<file path="config.mk">
export PLATFORM = sky130hd
export DESIGN_NAME = midi_track_event_parser
export DESIGN_NICKNAME = d
export VERILOG_FILES = /design/src/rtl/mtep_pkg.sv /design/src/rtl/mtep_front.sv /design/src/rtl/mtep_queue.sv /design/src/rtl/mtep_back.sv /design/src/rtl/midi_track_event_parser.sv
export VERILOG_INCLUDE_DIRS = /design/src /design/src/rtl
export SDC_FILE = /design/constraint.sdc
export NUM_CORES = 1
export LEC_CHECK = 0
export BUFFER_PORTS_ARGS = -buffer_cell sky130_fd_sc_hd__buf_2
export CAP_MARGIN = 10
export CORE_UTILIZATION = 30
export CTS_CLUSTER_SIZE = 16
export DETAILED_ROUTE_END_ITERATION = 10
export SLEW_MARGIN = 10
export SYNTH_ARGS = -nofsm -noshare
export SYNTH_HDL_FRONTEND = slang
export SYNTH_SLANG_ARGS = --single-unit
</file>
<file path="constraint.sdc">
create_clock -name clk -period 13.1 [get_ports clk]
set_input_delay 2.62 -clock clk [delete_from_list [all_inputs] [get_ports clk]]
set_output_delay 2.62 -clock clk [all_outputs]
set_load 0.01 [all_outputs]
</file>
<file path="src/rtl/midi_track_event_parser_defines.svh">
// assertion macros for the midi track event parser
`ifndef MIDI_TRACK_EVENT_PARSER_DEFINES_SVH
`define MIDI_TRACK_EVENT_PARSER_DEFINES_SVH

`ifndef NO_ASSERTIONS
`define MTEP_ASSERT_SAME(label, clk, rst_n, ante, cons) \
  label: assert property (@(posedge clk) disable iff (!rst_n) (ante) |-> (cons)) \
    else $error("assertion failed");
`define MTEP_ASSERT_NEXT(label, clk, rst_n, ante, cons) \
  label: assert property (@(posedge clk) disable iff (!rst_n) (ante) |=> (cons)) \
    else $error("assertion failed");
`else
`define MTEP_ASSERT_SAME(label, clk, rst_n, ante, cons)
`define MTEP_ASSERT_NEXT(label, clk, rst_n, ante, cons)
`endif

`endif

</file>
<file path="src/rtl/mtep_pkg.sv">
// types and constants shared by the midi track event parser
package mtep_pkg;

  localparam int QDepth = 2;
  localparam int QAw = (QDepth > 1) ? $clog2(QDepth) : 1;
  localparam int QCw = $clog2(QDepth + 1);

  localparam logic [7:0] MetaEnd = 8'h2F;
  localparam logic [7:0] MetaTempo = 8'h51;
  localparam logic [3:0] HnProgram = 4'hC;
  localparam logic [3:0] HnChanPress = 4'hD;

  typedef enum logic [3:0] {
    PH_DELTA      = 4'd0,
    PH_STATUS     = 4'd1,
    PH_DATA1      = 4'd2,
    PH_DATA2      = 4'd3,
    PH_META_TYPE  = 4'd4,
    PH_META_LEN   = 4'd5,
    PH_META_DATA  = 4'd6,
    PH_SYSEX_LEN  = 4'd7,
    PH_SYSEX_DATA = 4'd8,
    PH_ENDED      = 4'd9
  } phase_t;

  typedef enum logic [3:0] {
    EV_NOTEOFF    = 4'd0,
    EV_NOTEON     = 4'd1,
    EV_POLYPRESS  = 4'd2,
    EV_CONTROLLER = 4'd3,
    EV_PROGRAM    = 4'd4,
    EV_CHANPRESS  = 4'd5,
    EV_PITCHBEND  = 4'd6,
    EV_TEMPO      = 4'd7,
    EV_ENDTRACK   = 4'd8,
    EV_OTHERMETA  = 4'd9,
    EV_SYSEX      = 4'd10,
    EV_ERROR      = 4'd11
  } kind_t;

  typedef enum logic [2:0] {
    CLS_DATA  = 3'd0,
    CLS_CHAN  = 3'd1,
    CLS_META  = 3'd2,
    CLS_SYSEX = 3'd3,
    CLS_BAD   = 3'd4
  } cls_t;

  typedef struct packed {
    logic [7:0] data;
    logic       track_start;
    cls_t       cls;
  } item_t;

  typedef struct packed {
    logic full;
    logic empty;
  } q_stat_t;

  typedef struct packed {
    kind_t        event_kind;
    logic [3:0]   channel;
    logic [6:0]   first_value;
    logic [6:0]   second_value;
    logic [31:0]  delta_ticks;
    logic [31:0]  tick_position;
    logic [23:0]  tempo_micros;
    logic [6:0]   meta_type;
  } res_t;

endpackage

</file>
<file path="src/rtl/mtep_front.sv">
// input stage: takes bytes, classifies them and pushes them into the queue
module mtep_front (
  input  logic                clk,
  input  logic                rst_n,
  input  logic                in_valid,
  output logic                in_ready,
  input  logic [7:0]          in_data_byte,
  input  logic                in_track_start,
  input  mtep_pkg::q_stat_t   q_stat,
  output logic                push,
  output mtep_pkg::item_t     push_item
);

  logic            valid_r;
  logic            valid_nxt;
  mtep_pkg::item_t item_r;
  mtep_pkg::item_t item_nxt;
  mtep_pkg::cls_t  cls;

  always_comb begin
    if (!in_data_byte[7]) begin
      cls = mtep_pkg::CLS_DATA;
    end else if (in_data_byte < 8'hF0) begin
      cls = mtep_pkg::CLS_CHAN;
    end else if (in_data_byte == 8'hFF) begin
      cls = mtep_pkg::CLS_META;
    end else if (in_data_byte == 8'hF0 || in_data_byte == 8'hF7) begin
      cls = mtep_pkg::CLS_SYSEX;
    end else begin
      cls = mtep_pkg::CLS_BAD;
    end
  end

  assign push      = valid_r && !q_stat.full;
  assign in_ready  = !valid_r || !q_stat.full;
  assign push_item = item_r;

  always_comb begin
    valid_nxt = valid_r;
    item_nxt  = item_r;
    if (in_valid && in_ready) begin
      valid_nxt            = 1'b1;
      item_nxt.data        = in_data_byte;
      item_nxt.track_start = in_track_start;
      item_nxt.cls         = cls;
    end else if (push) begin
      valid_nxt = 1'b0;
    end
  end

  always_ff @(posedge clk) begin
    if (!rst_n) begin
      valid_r <= 1'b0;
    end else begin
      valid_r <= valid_nxt;
    end
    item_r <= item_nxt;
  end

endmodule

</file>
<file path="src/rtl/mtep_queue.sv">
// short fifo of classified bytes between the front and back parts
module mtep_queue (
  input  logic              clk,
  input  logic              rst_n,
  input  logic              push,
  input  mtep_pkg::item_t   push_item,
  input  logic              pop,
  output mtep_pkg::item_t   head,
  output mtep_pkg::q_stat_t q_stat
);

  mtep_pkg::item_t             mem_r [mtep_pkg::QDepth];
  logic [mtep_pkg::QAw-1:0]    wr_ptr_r;
  logic [mtep_pkg::QAw-1:0]    wr_ptr_nxt;
  logic [mtep_pkg::QAw-1:0]    rd_ptr_r;
  logic [mtep_pkg::QAw-1:0]    rd_ptr_nxt;
  logic [mtep_pkg::QCw-1:0]    count_r;
  logic [mtep_pkg::QCw-1:0]    count_nxt;

  assign head         = mem_r[rd_ptr_r];
  assign q_stat.full  = (count_r == mtep_pkg::QCw'(mtep_pkg::QDepth));
  assign q_stat.empty = (count_r == '0);

  always_comb begin
    wr_ptr_nxt = wr_ptr_r;
    rd_ptr_nxt = rd_ptr_r;
    count_nxt  = count_r;
    if (push) begin
      wr_ptr_nxt = (wr_ptr_r == mtep_pkg::QAw'(mtep_pkg::QDepth - 1)) ? '0 :
                   wr_ptr_r + 1'b1;
    end
    if (pop) begin
      rd_ptr_nxt = (rd_ptr_r == mtep_pkg::QAw'(mtep_pkg::QDepth - 1)) ? '0 :
                   rd_ptr_r + 1'b1;
    end
    if (push && !pop) begin
      count_nxt = count_r + 1'b1;
    end else if (pop && !push) begin
      count_nxt = count_r - 1'b1;
    end
  end

  always_ff @(posedge clk) begin
    if (!rst_n) begin
      wr_ptr_r <= '0;
      rd_ptr_r <= '0;
      count_r  <= '0;
    end else begin
      wr_ptr_r <= wr_ptr_nxt;
      rd_ptr_r <= rd_ptr_nxt;
      count_r  <= count_nxt;
    end
    if (push) begin
      mem_r[wr_ptr_r] <= push_item;
    end
  end

endmodule

</file>
<file path="src/rtl/mtep_back.sv">
// parser state machine and result register
module mtep_back (
  input  logic              clk,
  input  logic              rst_n,
  input  mtep_pkg::item_t   head,
  input  mtep_pkg::q_stat_t q_stat,
  output logic              pop,
  output logic              out_valid,
  input  logic              out_ready,
  output mtep_pkg::res_t    out_res
);

  mtep_pkg::phase_t phase_r, phase_nxt, ph;
  logic [7:0]  rs_r, rs_nxt, rs;
  logic [31:0] la_r, la_nxt, la;
  logic [31:0] hd_r, hd_nxt, hd;
  logic [6:0]  hf_r, hf_nxt, hf;
  logic [31:0] sk_r, sk_nxt, sk;
  logic [23:0] tp_r, tp_nxt, tp;
  logic [31:0] tk_r, tk_nxt, tk;
  logic [7:0]  mt_r, mt_nxt, mt;
  logic        res_valid_r, res_valid_nxt;
  mtep_pkg::res_t res_r, res_nxt;
  logic        emit;
  logic [31:0] vl;
  logic [32:0] tick_sum;
  logic [31:0] sk_dec;
  logic        one_data;
  logic [6:0]  second;
  logic [6:0]  d7;

  assign pop       = !q_stat.empty && (!res_valid_r || out_ready);
  assign out_valid = res_valid_r;
  assign out_res   = res_r;

  always_comb begin
    ph = head.track_start ? mtep_pkg::PH_DELTA : phase_r;
    rs = head.track_start ? 8'h00 : rs_r;
    la = head.track_start ? 32'h0 : la_r;
    hd = head.track_start ? 32'h0 : hd_r;
    hf = head.track_start ? 7'h00 : hf_r;
    sk = head.track_start ? 32'h0 : sk_r;
    tp = head.track_start ? 24'h0 : tp_r;
    tk = head.track_start ? 32'h0 : tk_r;
    mt = head.track_start ? 8'h00 : mt_r;
  end

  always_comb begin
    d7       = head.data[6:0];
    vl       = {la[24:0], d7};
    tick_sum = {1'b0, tk} + {1'b0, vl};
    sk_dec   = sk - 32'd1;
    one_data = (rs[7:4] == mtep_pkg::HnProgram) || (rs[7:4] == mtep_pkg::HnChanPress);
  end

  // next state
  always_comb begin
    phase_nxt = ph;
    rs_nxt    = rs;
    la_nxt    = la;
    hd_nxt    = hd;
    hf_nxt    = hf;
    sk_nxt    = sk;
    tp_nxt    = tp;
    tk_nxt    = tk;
    mt_nxt    = mt;
    case (ph)
      mtep_pkg::PH_STATUS: begin
        case (head.cls)
          mtep_pkg::CLS_DATA: begin
            if (rs == 8'h00) begin
              phase_nxt = mtep_pkg::PH_DELTA;
            end else begin
              hf_nxt    = d7;
              phase_nxt = one_data ? mtep_pkg::PH_DELTA : mtep_pkg::PH_DATA2;
            end
          end
          mtep_pkg::CLS_CHAN: begin
            rs_nxt    = head.data;
            phase_nxt = mtep_pkg::PH_DATA1;
          end
          mtep_pkg::CLS_META: begin
            rs_nxt    = 8'h00;
            phase_nxt = mtep_pkg::PH_META_TYPE;
          end
          mtep_pkg::CLS_SYSEX: begin
            rs_nxt    = 8'h00;
            la_nxt    = 32'h0;
            phase_nxt = mtep_pkg::PH_SYSEX_LEN;
          end
          default: begin
            rs_nxt    = 8'h00;
            phase_nxt = mtep_pkg::PH_DELTA;
          end
        endcase
      end
      mtep_pkg::PH_DATA1: begin
        hf_nxt    = d7;
        phase_nxt = one_data ? mtep_pkg::PH_DELTA : mtep_pkg::PH_DATA2;
      end
      mtep_pkg::PH_DATA2: begin
        phase_nxt = mtep_pkg::PH_DELTA;
      end
      mtep_pkg::PH_META_TYPE: begin
        mt_nxt    = head.data;
        la_nxt    = 32'h0;
        tp_nxt    = 24'h0;
        phase_nxt = mtep_pkg::PH_META_LEN;
      end
      mtep_pkg::PH_META_LEN: begin
        la_nxt = vl;
        if (!head.data[7]) begin
          sk_nxt = vl;
          la_nxt = 32'h0;
          if (vl == 32'h0) begin
            phase_nxt = (mt == mtep_pkg::MetaEnd) ? mtep_pkg::PH_ENDED : mtep_pkg::PH_DELTA;
          end else begin
            phase_nxt = mtep_pkg::PH_META_DATA;
          end
        end
      end
      mtep_pkg::PH_META_DATA: begin
        if (la < 32'd3) begin
          la_nxt = la + 32'd1;
          if (mt == mtep_pkg::MetaTempo) begin
            tp_nxt = {tp[15:0], head.data};
          end
        end
        sk_nxt = sk_dec;
        if (sk_dec == 32'h0) begin
          phase_nxt = (mt == mtep_pkg::MetaEnd) ? mtep_pkg::PH_ENDED : mtep_pkg::PH_DELTA;
        end
      end
      mtep_pkg::PH_SYSEX_LEN: begin
        la_nxt = vl;
        if (!head.data[7]) begin
          sk_nxt = vl;
          la_nxt = 32'h0;
          phase_nxt = (vl == 32'h0) ? mtep_pkg::PH_DELTA : mtep_pkg::PH_SYSEX_DATA;
        end
      end
      mtep_pkg::PH_SYSEX_DATA: begin
        sk_nxt = sk_dec;
        if (sk_dec == 32'h0) begin
          phase_nxt = mtep_pkg::PH_DELTA;
        end
      end
      mtep_pkg::PH_ENDED: begin
        phase_nxt = mtep_pkg::PH_ENDED;
      end
      default: begin
        la_nxt    = vl;
        phase_nxt = mtep_pkg::PH_DELTA;
        if (!head.data[7]) begin
          hd_nxt    = vl;
          la_nxt    = 32'h0;
          tk_nxt    = tick_sum[32] ? 32'hFFFF_FFFF : tick_sum[31:0];
          phase_nxt = mtep_pkg::PH_STATUS;
        end
      end
    endcase
  end

  // result
  always_comb begin
    emit                  = 1'b0;
    second                = 7'h00;
    res_nxt.event_kind    = mtep_pkg::EV_ERROR;
    res_nxt.channel       = 4'h0;
    res_nxt.first_value   = 7'h00;
    res_nxt.second_value  = 7'h00;
    res_nxt.delta_ticks   = hd;
    res_nxt.tick_position = tk;
    res_nxt.tempo_micros  = 24'h0;
    res_nxt.meta_type     = 7'h00;
    case (ph)
      mtep_pkg::PH_STATUS: begin
        case (head.cls)
          mtep_pkg::CLS_DATA: begin
            emit = (rs == 8'h00) || one_data;
          end
          mtep_pkg::CLS_BAD: begin
            emit = 1'b1;
          end
          default: begin
            emit = 1'b0;
          end
        endcase
      end
      mtep_pkg::PH_DATA1: begin
        emit = one_data;
      end
      mtep_pkg::PH_DATA2: begin
        emit   = 1'b1;
        second = d7;
      end
      mtep_pkg::PH_META_LEN: begin
        emit = !head.data[7] && (vl == 32'h0);
      end
      mtep_pkg::PH_META_DATA: begin
        emit = (sk_dec == 32'h0);
      end
      mtep_pkg::PH_SYSEX_LEN: begin
        emit = !head.data[7] && (vl == 32'h0);
      end
      mtep_pkg::PH_SYSEX_DATA: begin
        emit = (sk_dec == 32'h0);
      end
      default: begin
        emit = 1'b0;
      end
    endcase
    if (rs != 8'h00 &&
        ((ph == mtep_pkg::PH_STATUS && head.cls == mtep_pkg::CLS_DATA) ||
         ph == mtep_pkg::PH_DATA1 || ph == mtep_pkg::PH_DATA2)) begin
      res_nxt.event_kind   = mtep_pkg::kind_t'({1'b0, rs[6:4]});
      if (res_nxt.event_kind == mtep_pkg::EV_NOTEON && second == 7'h00) begin
        res_nxt.event_kind = mtep_pkg::EV_NOTEOFF;
      end
      res_nxt.channel      = rs[3:0];
      res_nxt.first_value  = hf_nxt;
      res_nxt.second_value = second;
    end else if (ph == mtep_pkg::PH_META_LEN || ph == mtep_pkg::PH_META_DATA) begin
      res_nxt.meta_type = mt[6:0];
      if (mt == mtep_pkg::MetaEnd) begin
        res_nxt.event_kind = mtep_pkg::EV_ENDTRACK;
      end else if (mt == mtep_pkg::MetaTempo) begin
        res_nxt.event_kind   = mtep_pkg::EV_TEMPO;
        res_nxt.tempo_micros = tp_nxt;
      end else begin
        res_nxt.event_kind = mtep_pkg::EV_OTHERMETA;
      end
    end else if (ph == mtep_pkg::PH_SYSEX_LEN || ph == mtep_pkg::PH_SYSEX_DATA) begin
      res_nxt.event_kind = mtep_pkg::EV_SYSEX;
    end
  end

  always_comb begin
    res_valid_nxt = res_valid_r;
    if (pop) begin
      res_valid_nxt = emit;
    end else if (out_ready) begin
      res_valid_nxt = 1'b0;
    end
  end

  always_ff @(posedge clk) begin
    if (!rst_n) begin
      phase_r     <= mtep_pkg::PH_DELTA;
      rs_r        <= 8'h00;
      la_r        <= 32'h0;
      hd_r        <= 32'h0;
      hf_r        <= 7'h00;
      sk_r        <= 32'h0;
      tp_r        <= 24'h0;
      tk_r        <= 32'h0;
      mt_r        <= 8'h00;
      res_valid_r <= 1'b0;
    end else begin
      res_valid_r <= res_valid_nxt;
      if (pop) begin
        phase_r <= phase_nxt;
        rs_r    <= rs_nxt;
        la_r    <= la_nxt;
        hd_r    <= hd_nxt;
        hf_r    <= hf_nxt;
        sk_r    <= sk_nxt;
        tp_r    <= tp_nxt;
        tk_r    <= tk_nxt;
        mt_r    <= mt_nxt;
      end
    end
    if (pop && emit) begin
      res_r <= res_nxt;
    end
  end

endmodule

</file>
<file path="src/rtl/midi_track_event_parser.sv">
// midi track event parser top level
// a completing byte passes the input register, the queue, then the result register
// throughput: one byte per cycle unless the output stalls, set by the parser update
// a 2-entry queue between the classify stage and the parser absorbs output stalls
// reset: synchronous active-low rst_n empties the pipeline and returns the parser to
// expecting a delta time with no running status and zero tick position
`include "midi_track_event_parser_defines.svh"

module midi_track_event_parser (
  input  logic        clk,
  input  logic        rst_n,
  input  logic        in_valid,
  output logic        in_ready,
  input  logic [7:0]  in_data_byte,
  input  logic        in_track_start,
  output logic        out_valid,
  input  logic        out_ready,
  output logic [3:0]  out_event_kind,
  output logic [3:0]  out_channel,
  output logic [6:0]  out_first_value,
  output logic [6:0]  out_second_value,
  output logic [31:0] out_delta_ticks,
  output logic [31:0] out_tick_position,
  output logic [23:0] out_tempo_micros,
  output logic [6:0]  out_meta_type
);

  mtep_pkg::q_stat_t q_stat;
  mtep_pkg::item_t   push_item;
  mtep_pkg::item_t   head;
  mtep_pkg::res_t    res;
  logic              push;
  logic              pop;

  mtep_front u_front (
    .clk            (clk),
    .rst_n          (rst_n),
    .in_valid       (in_valid),
    .in_ready       (in_ready),
    .in_data_byte   (in_data_byte),
    .in_track_start (in_track_start),
    .q_stat         (q_stat),
    .push           (push),
    .push_item      (push_item)
  );

  mtep_queue u_queue (
    .clk       (clk),
    .rst_n     (rst_n),
    .push      (push),
    .push_item (push_item),
    .pop       (pop),
    .head      (head),
    .q_stat    (q_stat)
  );

  mtep_back u_back (
    .clk       (clk),
    .rst_n     (rst_n),
    .head      (head),
    .q_stat    (q_stat),
    .pop       (pop),
    .out_valid (out_valid),
    .out_ready (out_ready),
    .out_res   (res)
  );

  assign out_event_kind    = res.event_kind;
  assign out_channel       = res.channel;
  assign out_first_value   = res.first_value;
  assign out_second_value  = res.second_value;
  assign out_delta_ticks   = res.delta_ticks;
  assign out_tick_position = res.tick_position;
  assign out_tempo_micros  = res.tempo_micros;
  assign out_meta_type     = res.meta_type;

  `MTEP_ASSERT_SAME(a_no_push_when_full, clk, rst_n, push, !q_stat.full)
  `MTEP_ASSERT_SAME(a_no_pop_when_empty, clk, rst_n, pop, !q_stat.empty)
  `MTEP_ASSERT_SAME(a_tempo_only_on_tempo, clk, rst_n,
    out_valid && (out_event_kind != mtep_pkg::EV_TEMPO), out_tempo_micros == 24'h0)
  `MTEP_ASSERT_NEXT(a_full_blocks_input, clk, rst_n,
    q_stat.full && !pop, !q_stat.empty)

endmodule
</file>
==> Flow_metrics.wiki, run 1 <==
{| class="wikitable"
! Metric !! Value
|-
| Run status || complete, no violations
|-
| Post-route DRC || 0
|-
| RSZ-0062 raised after global routing || no
|-
| Number of antenna violations at the first check in global routing || 0
|-
| Mean number of vias per cell || 5.46
|-
| Register area share after synthesis || 49.2%
|-
| Longest individual stage delay on the worst path || 910 ps
|-
| Iteration-0 DRC Markers || 1406
|-
| Leakage power || between 6 and 7 nW
|-
| Critical path data required time || 13270 ps
|-
| CTS sink count || between 300 and 400
|-
| HPWL Detailed || 35.8 mm
|-
| Pwr Total || 3.47 mW
|-
| # port buffers || 131
|-
| Cell count along the critical path || 15
|-
| Buffering stage count on the worst path with inverters included || 5
|-
| Number of instances in the synthesized netlist || 1743
|-
| Total power density per cell area || about 180 nW/µm²
|-
| Max cap viols || 0
|-
| Nets@finish || ~1900
|-
| Highest attainable clock frequency || 0.152 GHz
|-
| Synth top area cells || sky130_fd_sc_hd__edfxtp_1 27%, sky130_fd_sc_hd__dfxtp_1 22%, sky130_fd_sc_hd__a22oi_1 6.6%
|-
| Syn Nets || 1793
|-
| Max_slew headroom || 17.5%
|-
| Fraction of final layout cells with drive strength greater than 1 || between 10% and 20%
|-
| Period utilisation layout || 50.1%
|-
| Crit path max-delay family || buffers and inverters
|-
| Worst Hold Slack || 431 ps
|-
| Worst reg2reg setup slack || between 6000 and 7000 ps
|-
| Cell Rows || 86
|-
| Number of optimization iterations in the first detailed-route pass || 6
|-
| Seq cells post-synth || 339
|-
| Antenna-violating nets left || 0
|-
| Ports placed on the boundary || 132
|-
| Cell type of the slowest stage on the worst timing path || sky130_fd_sc_hd__dfxtp_1
|-
| Total clock buffers created by CTS || 39
|-
| Number of unique standard cell types used by synthesis || 71
|-
| Final wirelength || between 50 and 60 mm
|-
| Post-route worst setup slack || 6530 ps
|-
| Cts hold-fix bufs || 0
|-
| Syn Std Cell Area || 16900 µm²
|-
| Buffer cell driving the clock tree root || sky130_fd_sc_hd__clkbuf_16
|-
| Worst Min Path Start || u_front.push_item[5]$_DFFE_PP_
|-
| Final Hold Fails || 0
|-
| Worst path arrival time || 6730 ps
|-
| Die height || 239 µm
|-
| Worst setup SP type || flop
|-
| Post-synthesis async set-or-reset flop share || 0%
|-
| Slew at the pin closest to its max-slew limit || roughly 1200 ps
|-
| GRT overflow || 0
|-
| Depth of the CTS H-tree || 2
|-
| Final setup fails || 0
|-
| Layout Skew || 25.8 ps
|-
| Post-CTS setup buffer count || 0
|-
| Number of enable-type register cells in the synthesized netlist || ~150
|-
| Clock insertion delay at the later pin of the skew report || between 500 and 600 ps
|-
| Hold crit path type || flop to flop
|-
| First-pass GRT wire length || between 70 and 80 mm
|-
| Max Transition Viols Final || 0
|-
| Most numerous cell on the critical path || sky130_fd_sc_hd__buf_4
|-
| Largest net degree at the start of global routing || 83
|-
| Die width || 239 µm
|-
| Initial core utilization || slightly above 30%
|-
| Core region area || around 55000 µm²
|-
| Routed wire length per instance || 20.3 µm
|-
| Total number of yosys warnings || 0
|-
| Maximum net fanout on the critical path || 78
|-
| Worst reg2reg path depth || 15
|-
| Antenna fix cells || 0
|-
| Clock tree buffer depth || 3
|-
| Category of the critical setup timing path || flop to flop
|-
| Cell Chain, Critical Path || mux2i_4 -> buf_4 -> nand2_1 -> ha_1 -> buf_4 -> clkinv_1 -> or4_1 -> o311ai_0 -> nand3_1 -> nor4_1 -> nand4_1 -> or3_1 -> a21boi_4 -> buf_4 -> buf_4
|-
| Accumulated negative setup slack || 0 ps
|-
| CTS tree || built
|-
| Avg Cell Area, Syn || a little under 10 µm²
|-
| Layout Area Growth over Synthesis || 15.5%
|-
| Largest voltage drop on the vdd net || 0.0811 mV
|-
| Most common cell in the synthesized netlist || sky130_fd_sc_hd__dfxtp_1
|-
| Type of destination of the critical path || flop
|-
| Main synth FF type || sky130_fd_sc_hd__dfxtp_1
|-
| Post-synth top area share || ~27%
|-
| Combined global-route utilization of all metal layers || 17.8%
|-
| Reg clk slew, reported paths || 60 ps
|-
| DP Worst Slack || 6620 ps
|-
| Quantity of gates resized following cts || 0
|-
| Shortest period the worst path allows || 6570 ps
|-
| Total Die Area || between 50000 and 60000 µm²
|-
| Via count of the first global-routing pass || 13035
|-
| Placer's final routability congestion estimate || 0.936
|-
| Commonest cells in the netlist || 186 x sky130_fd_sc_hd__dfxtp_1, 153 x sky130_fd_sc_hd__edfxtp_1, 148 x sky130_fd_sc_hd__a22oi_1, 130 x sky130_fd_sc_hd__nor2b_1, 122 x sky130_fd_sc_hd__clkbuf_1
|-
| Most area-hungry cell type in the Yosys netlist || sky130_fd_sc_hd__edfxtp_1
|-
| Cell depth of the worst min-delay path || 0
|-
| Via total after detailed routing || between 10000 and 15000
|}
-- metal layers --
metal | track usage (%) | up-vias | wire length, µm
met2 | 28.2 | 575 | 24100
met5 | 0 | - | 0
met1 | 24.3 | 6869 | 23300
met4 | 6.62 | 0 | 1750
met3 | 2.86 | 99 | 3440
li1 | - | 6591 | -
-- power breakdown --
group          internal, mW  leakage (nW)  switching, mW
registers              1.20          2.89          0.108
logic                 0.342          3.26          0.717
clock network         0.655         0.627          0.451
-- state kept, by name, indices dropped and copies added, names as in the netlist, 12 cells and up, named ones only --
signal             flops
u_back.sk_r           32
u_back.hd_r           32
u_back.la_r           32
u_front.push_item     12
u_queue.mem_r         24
u_back.tk_r           32
u_back.out_res       117
u_back.tp_r           24
-- logic make-up (layout without fill, tap and decap cells) --
kind of cell / count (synthesis) / in the layout / synth area share [%]
fa+ha+maj: 37 / 37 / 2.78
mux: 24 / 24 / 1.46
flops: 339 / 339 / 49.2
compound gates: 510 / 510 / 20.3
xor+xnor: 40 / 40 / 2.07
buf+inv: 160 / 259 / 3.65
simple gates: 633 / 633 / 20.5
-- worst reg2reg max path: cells and delay by family, from the launching register on --
family / cells / cell delay, ps
compound gates: 2 / 460
fa+ha+maj: 1 / 160
mux: 1 / 120
simple gates: 6 / 2130
flops: 1 / 910
buf+inv: 5 / 2250
-- layout make-up --
type                    instances  area (µm²)
flip-flops and latches        339        8320
clock inverters                27         278
fillers                      5569       35900
repair buffers                157         853
inverters                      30         113
multi-input cells            1244        8030
well taps                     748         936
clock buffers                  45        1010
-- worst paths after layout --
check | endpoint
max | u_back.out_res[57]$_DFFE_PP_
min | u_queue.mem_r[1][5]$_DFFE_PP_
max reg2reg | u_back.out_res[57]$_DFFE_PP_
min reg2reg | u_queue.mem_r[1][5]$_DFFE_PP_
-- layout by cell type (no fill, tap or decap), drive strengths merged, types with 17 or more instances in the layout --
cell / instances
a21oi: 100
nor2b: 130
nor2: 97
nand3: 28
a22oi: 148
and2: 111
nor4: 32
o21ai: 72
nand2b: 19
ha: 36
or3: 17
nand2: 102
inv: 34
buf: 157
nor3: 34
edfxtp: 153
a21boi: 26
xnor2: 26
clkbuf: 45
dfxtp: 186
o22ai: 27
mux2i: 18
-- stage by stage --
stage               instance area (µm²)  std cells  util [%]
floorplan                         16900       1743         -
global placement                  18300       2518      32.9
detailed placement                18300       2518      32.9
CTS                               19500       2590      35.3
global route                      19500       2590      35.3
finish                            19500       2590      35.3
Note: power is estimated with default switching activity, not from simulation.
==> run 2, diff against run 1 <==
ABC_AREA = 1   (was default)
clock period = 5.79 ns   (was 13.1 ns; I/O delays follow)
==> Flow_metrics.wiki, run 2 <==
{| class="wikitable"
! Metric !! Value
|-
| Post-synthesis adder-cell area fraction || about 2.5%
|-
| Seq cells post-synth || 339
|-
| Switching power as a share of total power || 46.0%
|-
| Core region area || roughly 62000 µm²
|-
| Cell depth of the worst min-delay path || 0
|-
| Category of the critical setup timing path || flop to flop
|-
| Cell Rows || 91
|-
| Reported net switching power || 5.20 mW
|-
| Worst reg2reg setup slack || 1120 ps
|-
| Run status || complete, no violations
|-
| Combinational family with the most area after synthesis || simple AND/OR/NAND/NOR gates
|-
| Main synth FF type || sky130_fd_sc_hd__dfxtp_1
|-
| Commonest cells in the netlist || 550 x sky130_fd_sc_hd__nand2_1, 348 x sky130_fd_sc_hd__inv_1, 238 x sky130_fd_sc_hd__nor2_1, 237 x sky130_fd_sc_hd__a21oi_1, 212 x sky130_fd_sc_hd__o21ai_0
|-
| Most common cell in the synthesized netlist || sky130_fd_sc_hd__nand2_1
|-
| Fraction of final layout cells with drive strength greater than 1 || 11.4%
|-
| Accumulated negative setup slack || 0 ps
|-
| GRT overflow || 0
|-
| Antenna-violating nets left || 0
|-
| Longest individual stage delay on the worst path || 650 ps
|-
| Ports placed on the boundary || 132
|-
| Number of flip-flops under the largest register name || around 120
|-
| Number of antenna violations at the first check in global routing || 0
|-
| Highest attainable clock frequency || 0.214 GHz
|-
| First-pass GRT wire length || 92.8 mm
|-
| Most common cell after layout, fill and taps aside || sky130_fd_sc_hd__nand2_1
|-
| Die width || 254 µm
|-
| Total power density per cell area || 521 nW/µm²
|-
| Combined global-route utilization of all metal layers || between 10% and 20%
|-
| Post-synthesis async set-or-reset flop share || 0%
|-
| Final Hold Fails || 0
|-
| Antenna fix cells || 0
|-
| Nets@finish || 2690
|-
| Syn Std Cell Area || 19000 µm²
|-
| Layout Skew || just under 30 ps
|-
| Post-synth top area share || 24.1%
|-
| Cell type of the slowest stage on the worst timing path || sky130_fd_sc_hd__dfxtp_1
|-
| Total clock buffers created by CTS || 37
|-
| Clock tree buffer depth || 3
|-
| Via count of the first global-routing pass || about 16000
|-
| Most area-hungry cell type in the Yosys netlist || sky130_fd_sc_hd__edfxtp_1
|-
| Post-CTS setup buffer count || 0
|-
| Final wirelength || 60.1 mm
|-
| Max Transition Viols Final || 0
|-
| Leakage power || 9.41 nW
|-
| Maximum net fanout on the critical path || 64
|-
| Reg clk slew, reported paths || 60 ps
|-
| Power Internal || 6.10 mW
|-
| Number of enable-type register cells in the synthesized netlist || 153
|-
| Buffer cell driving the clock tree root || sky130_fd_sc_hd__clkbuf_16
|-
| Largest net degree at the start of global routing || around 140
|-
| Combinational power share || 47.7%
|-
| Hold crit path type || flop to flop
|-
| Max_slew headroom || 27.5%
|-
| Slew at the pin closest to its max-slew limit || around 1100 ps
|-
| Quantity of gates resized following cts || 0
|-
| Cell Chain, Critical Path || inv_2 -> nand2_4 -> nand2_4 -> nand2_1 -> ha_1 -> nand3_1 -> nor2_1 -> nand2_1 -> nand2_1 -> nand2_1 -> nor2_1 -> nand2_1 -> nor2_1 -> nand2_1 -> nor2_1 -> nand2_1 -> o21ai_1 -> nand2_1 -> inv_4 -> buf_12
|-
| Iteration-0 DRC Markers || 1779
|-
| Worst reg2reg path depth || 20
|-
| CTS sink count || approximately 340
|-
| Depth of the CTS H-tree || 2
|-
| Most numerous cell on the critical path || sky130_fd_sc_hd__nand2_1
|-
| Via total after detailed routing || about 18000
|-
| Layout Area Growth over Synthesis || 14.1%
|-
| Worst setup SP type || flop
|-
| Post-synthesis compound-gate area fraction || 19.9%
|-
| Cts hold-fix bufs || 0
|-
| Number of optimization iterations in the first detailed-route pass || 6
|-
| Mean number of vias per cell || 5.04
|-
| Critical path data required time || around 6000 ps
|-
| Worst Min Path Start || u_front.push_item[0]$_SDFFCE_PN0P_
|-
| Proportion of synthesized area in mux cells || less than 1%
|-
| Total Die Area || 64400 µm²
|-
| # port buffers || 131
|-
| Placer's final routability congestion estimate || around 1
|-
| CTS tree || built
|-
| Total number of yosys warnings || 0
|-
| Max cap viols || 0
|-
| Number of instances in the synthesized netlist || about 2600
|-
| Sequential fraction of design power || between 30 and 40%
|-
| Syn Nets || approximately 2600
|-
| Fraction of the mapped netlist area in simple logic gates || roughly 22%
|-
| Worst Hold Slack || 442 ps
|-
| Clk pwr share || a little over a fifth
|-
| Worst path arrival time || 4870 ps
|-
| Clock insertion delay at the later pin of the skew report || 560 ps
|-
| Shortest period the worst path allows || roughly 4700 ps
|-
| Final setup fails || 0
|-
| Die height || 254 µm
|-
| Synth top area cells || sky130_fd_sc_hd__edfxtp_1 24%, sky130_fd_sc_hd__dfxtp_1 20%, sky130_fd_sc_hd__nand2_1 11%
|-
| HPWL Detailed || 41.7 mm
|-
| Highest-count cells in the layout ignoring fill and taps || 550 x sky130_fd_sc_hd__nand2_1, 346 x sky130_fd_sc_hd__inv_1, 238 x sky130_fd_sc_hd__nor2_1, 236 x sky130_fd_sc_hd__a21oi_1, 211 x sky130_fd_sc_hd__o21ai_0
|-
| RSZ-0062 raised after global routing || no
|-
| Register area share after synthesis || between 40% and 50%
|-
| Number of unique standard cell types used by synthesis || 59
|-
| Type of destination of the critical path || flop
|-
| Period utilisation layout || 80.7%
|-
| Routed wire length per instance || 17.1 µm
|-
| Largest voltage drop on the vdd net || 0.286 mV
|-
| Post-Synth XOR/XNOR Area || around 1.3%
|-
| Initial core utilization || 30.6%
|-
| Avg Cell Area, Syn || 7.41 µm²
|-
| Post-route DRC || 0
|}
run 2: stage by stage:
step | cell area (µm²) | utilization (%) | cells | worst slack (ps) | power [mW]
3_3_place_gp | 20500 | 32.9 | 3438 | 1370 | 8.73
3_5_place_dp | 20500 | 32.9 | 3438 | 1200 | 8.75
5_1_grt | 21700 | 34.9 | 3506 | 705 | 12.1
2_1_floorplan | 19000 | - | 2567 | 1390 | 7.32
4_1_cts | 21700 | 34.9 | 3506 | 1180 | 11.3
6_report | 21700 | 34.9 | 3506 | 1120 | 11.3
run 2: worst paths after layout:
check                                          end
setup reg to reg  u_back.out_res[12]$_SDFFCE_PP0P_
hold reg to reg      u_queue.mem_r[0][0]$_DFFE_PP_
setup / recovery  u_back.out_res[12]$_SDFFCE_PP0P_
hold / removal       u_queue.mem_r[0][0]$_DFFE_PP_
run 2: power groups by stage:
stage	Combinational, mW	Sequential [mW]	Clock, mW
2_1_floorplan	3.94	3.39	0
3_3_place_gp	5.27	3.46	0
3_5_place_dp	5.29	3.46	0
4_1_cts	5.32	3.42	2.52
5_1_grt	6.02	3.50	2.60
6_report	5.39	3.43	2.48
run 2: routing by layer:
| metal | global-route usage, % | share of wire (%) | vias up |
|---|---|---|---|
| met5 | 0 | 0 | - |
| met4 | 8.50 | 4.5 | 0 |
| li1 | - | - | 8734 |
| met3 | 1.86 | 5.9 | 131 |
| met2 | 27.7 | 44 | 599 |
| met1 | 25.9 | 46 | 8222 |
run 2: logic make-up after synthesis:
| kind of cell | after synthesis |
|---|---|
| AO/OA/AOI/OAI | 658 |
| AND/OR/NAND/NOR | 1005 |
| XOR/XNOR | 28 |
| buffers and inverters | 498 |
| adder cells (fa/ha/maj) | 37 |
| flip-flops | 339 |
| multiplexers | 2 |
run 2: area by class of cell:
type | instances | area (µm²)
well taps | 837 | 1050
repair buffers | 162 | 913
multi-input cells | 1730 | 8790
inverters | 370 | 1400
fillers | 6594 | 40500
flip-flops and latches | 339 | 8320
clock buffers | 45 | 966
clock inverters | 23 | 287
run 2: critical path, delay by kind of cell (launching register included):
family          cells  cell delay, ps
compound gates      1             120
simple gates       15            2560
flops               1             650
fa+ha+maj           1             230
buf+inv             3             620
